[config.mk]
export PLATFORM = sky130hd
export DESIGN_NAME = tsfn_mul
export DESIGN_NICKNAME = d
export VERILOG_FILES = /design/src/rtl/tsfn_pkg.sv /design/src/rtl/tsfn_mul.sv
export SDC_FILE = /design/constraint.sdc
export NUM_CORES = 2
export LEC_CHECK = 0
export BUFFER_PORTS_ARGS = -buffer_cell sky130_fd_sc_hd__buf_2
export CAP_MARGIN = 20
export CORE_MARGIN = 2
export CORE_UTILIZATION = 55
export CTS_CLUSTER_SIZE = 12
export DETAILED_ROUTE_END_ITERATION = 8
export GPL_TIMING_DRIVEN = 0
export PLACE_DENSITY = 0.73
export SLEW_MARGIN = 15
export SYNTH_ARGS = -nofsm -noshare
export SYNTH_HDL_FRONTEND = slang
export SYNTH_SLANG_ARGS = --single-unit
export TNS_END_PERCENT = 5
[constraint.sdc]
create_clock -name i_clk -period 10.6 [get_ports i_clk]
set_input_delay 1.59 -clock i_clk [delete_from_list [all_inputs] [get_ports i_clk]]
set_output_delay 1.59 -clock i_clk [all_outputs]
set_load 0.02 [all_outputs]
[src/rtl/tsfn_pkg.sv]
// Package for the triangle strip flat normal block.
// Holds the item types of both channels and the shared constants.
// No dependencies.
`default_nettype none
package tsfn_pkg;

    localparam int unsigned CoordW = 32;
    localparam int unsigned NormW  = 16;
    localparam int unsigned ColorW = 32;
    localparam int unsigned PaddrW = 2;
    localparam int unsigned MulW   = 33;

    localparam logic [NormW-1:0] NormMax = 16'h7FFF;

    localparam logic [PaddrW-1:0] AddrStripColor = 2'd0;

    typedef struct packed {
        logic signed [CoordW-1:0] vertex_x;
        logic signed [CoordW-1:0] vertex_y;
        logic signed [CoordW-1:0] vertex_z;
        logic                     strip_start;
    } t_vtx_in;

    typedef struct packed {
        logic signed [CoordW-1:0] out_x;
        logic signed [CoordW-1:0] out_y;
        logic signed [CoordW-1:0] out_z;
        logic signed [NormW-1:0]  normal_x;
        logic signed [NormW-1:0]  normal_y;
        logic signed [NormW-1:0]  normal_z;
        logic [ColorW-1:0]        vertex_color;
        logic                     last_of_triangle;
    } t_vtx_out;

endpackage
`default_nettype wire

[src/rtl/tsfn_mul.sv]
// Shared signed multiplier with a registered product.
// Depends on tsfn_pkg for the operand width.
`default_nettype none
module tsfn_mul (
    input  wire logic                                 i_clk,
    input  wire logic signed [tsfn_pkg::MulW-1:0]     i_a,
    input  wire logic signed [tsfn_pkg::MulW-1:0]     i_b,
    output logic signed      [2*tsfn_pkg::MulW-1:0]   o_prod
);

    logic signed [2*tsfn_pkg::MulW-1:0] r_prod;

    always_ff @(posedge i_clk) begin
        r_prod <= i_a * i_b;
    end

    assign o_prod = r_prod;

endmodule
`default_nettype wire

==> qor.yml <==
run_status:
  outcome: "completed"
sta:
  tightest_slew_ns: 1.25
  rsz0062_at_grt: "no"
  tns_ns: 0
  setup_viol: 0
  max_freq_mhz: 96.8
  final-hold-violation-count: 0
  slew_headroom: 0.165
  worst_slack_ns: 0.265
  fin_crit_sh: 0.975
  slew_viol_final: 0
  period_needed_ns: 10.33
yosys:
  synth-edff-count: 0
  synthTopCellsByCount: "1145 x fa_1, 1131 x inv_1, 562 x and2_1, 551 x nand2_1, 217 x ha_1"
  synthXorXnorAreaFrac: 0.0146
  syn-cell-area_um2: 40700
  synth_top_area_share: 0.563
  muxShareOfSynthArea: 0
  yosysMostFrequentCell: "fa_1"
  synth_compound_area_frac: 0.0407
  synth_top_family_by_area: "adder cells"
  synth-simple-area-share: 0.158
  synthesis.nets: 5767
  synthArstFlopShare: 0
  avgSynthCellArea_um2: 9.39
  synth_area_leaders: "fa_1 56%, inv_1 10%, and2_1 8.6%"
  synth_top_flop_cell: "dfxtp_1"
  synth_top_cell_by_area: "fa_1"
  yosysSeqAreaShare: 0.0324
  synthAdderAreaFrac: 0.629
  netlist_instances: 4338
  yosysWarnings: 0
  yosysUniqueCellTypes: 80
  ys_seq_elements: 66
global_route:
  antenna_found_initial: 21
  grt_max_degree: 27
  track_usage: 0.394
  overflow: 0
  global_route.usage.met3: 0.0883
  top_usage_layer: "met2"
  grt_pass1_vias: 32900
  grt_pass1_wl_um: 214000
  use_met2: 0.613
  groute.layer.met1.usage: 0.483
clock_tree:
  post_cts_buffers: 0
  root_buffer: "clkbuf_16"
  clkTransAtPathRegs_ns: 0.08
  cts-htree-levels: 3
  cts_tree: "built"
  cts_buffers: 9
  cts_buffer_depth: 2
  holdBufCountCts: 0
  cts.sinks: 66
  cts_resized: 0
floorplan:
  die-area_um2: 76300
  io_pins: 133
  start_util: 0.557
  fp.coreArea_um2: 73100
  rows: 99
  die_x_um: 276
  fp.dieH_um: 276
placed_design:
  port_buffers: 132
  dp_hpwl_um: 123000
  post-place-cells: 5430
  gp_congestion: 1.07
  pre_cts_slack_ns: 0.00760
job:
  drv_cap: 0
layout:
  multi_input_area_um2: 34300
  fin_cells: 5463
  syn2layout_area_growth_pct: 5.61
  drive_above_1_share: 0.0450
  num-fill-cells: 6624
  final_util: 0.589
  fin_nets: 5912
  largest_register_ff_count: 66
  seqCellArea_um2: 1320
worst_hold_path:
  hold_path_class: "in2reg"
drt:
  postRouteWirelength_um: 145000
  viasPerCell: 5.70
  detail_route.iter0.violations: 2859
  drc: 0
  ant_nets: 0
  wl_per_cell_um: 26.5
  vias: 31200
  drtPass1Iterations: 6
critical_path:
  end_kind: "flop"
  cp_max_fo: 17
  worstSetupPathType: "in2reg"
  startpoint_type: "primary input"
  cp.arrival_ns: 10.61
  cp.required_ns: 10.88
[worst max-delay path, stage by stage]
cell and delay [ns]:
buf_2 0.26, clkbuf_1 0.87, nand2_1 0.30, inv_1 0.16, fa_1 0.47, fa_1 0.52
inv_1 0.13, fa_1 0.58, inv_1 0.08, fa_2 0.95, fa_1 0.55, fa_1 0.53
fa_1 0.50, inv_1 0.05, fa_1 0.47, inv_1 0.04, ha_1 0.26, clkbuf_1 0.32
nand4_1 0.21, nor3_1 0.66, o311ai_4 0.35, nand3_2 0.29, a211oi_1 0.10, a311oi_1 0.32
[kinds of logic after synthesis]
logic type | after synthesis
buffers and inverters | 1352
XOR/XNOR | 68
flip-flops | 66
adder cells (fa/ha/maj) | 1362
AO/OA/AOI/OAI | 219
AND/OR/NAND/NOR | 1271
[cell usage in the layout (no fill, tap or decap), types with 7 or more instances in the layout]
cell	netlist	layout
o21ai_0	25	25
nand2b_1	12	12
inv_1	1131	1131
dfxtp_1	66	66
xor2_1	25	25
a21o_1	36	36
clkbuf_1	208	207
nand4_1	11	11
xnor2_1	43	43
buf_2	11	143
o21bai_1	11	11
nand3_1	25	25
a31oi_1	8	8
nand2_1	551	551
fa_1	1145	1143
a21oi_1	57	57
clkbuf_16	0	9
nor3_1	7	7
ha_1	217	217
and2_1	562	562
a211oi_1	7	7
nor2_1	68	68
diode_2	0	16
[path summary, 6_finish.rpt]
path | startpoint | end | slack [ns] | cells after the start
max | i_a[32] | o_prod[64] | 0.27 | 24
min | i_a[0] | o_prod[0] | 1.74 | 2
[routing by layer]
layer	routed length (um)	part of all wire
met2	66000	0.46
met5	18	0.00012
met3	14700	0.10
met1	50300	0.35
met4	13800	0.095
[area by class of cell]
type                       instances  share of cell area
multi-input combinational       2920               0.798
antenna                           16            0.000931
sequential                        66              0.0307
clock inverter                     7             0.00291
clock buffer                       9             0.00524
timing repair buffer             134              0.0160
tap                              959              0.0279
inverter                        1131              0.0987
buffer                           221              0.0198
[stage by stage]
step                area (um2)  hold WS, ns
floorplan                40700         1.72
global placement         42600         2.01
detailed placement       42600         2.00
CTS                      43000         1.69
global route             43000         1.71
finish                   43000         1.74
Power is left out: the tool's default activity adds up to more than one toggle a clock period on the data nets, which glitch-free logic cannot reach.
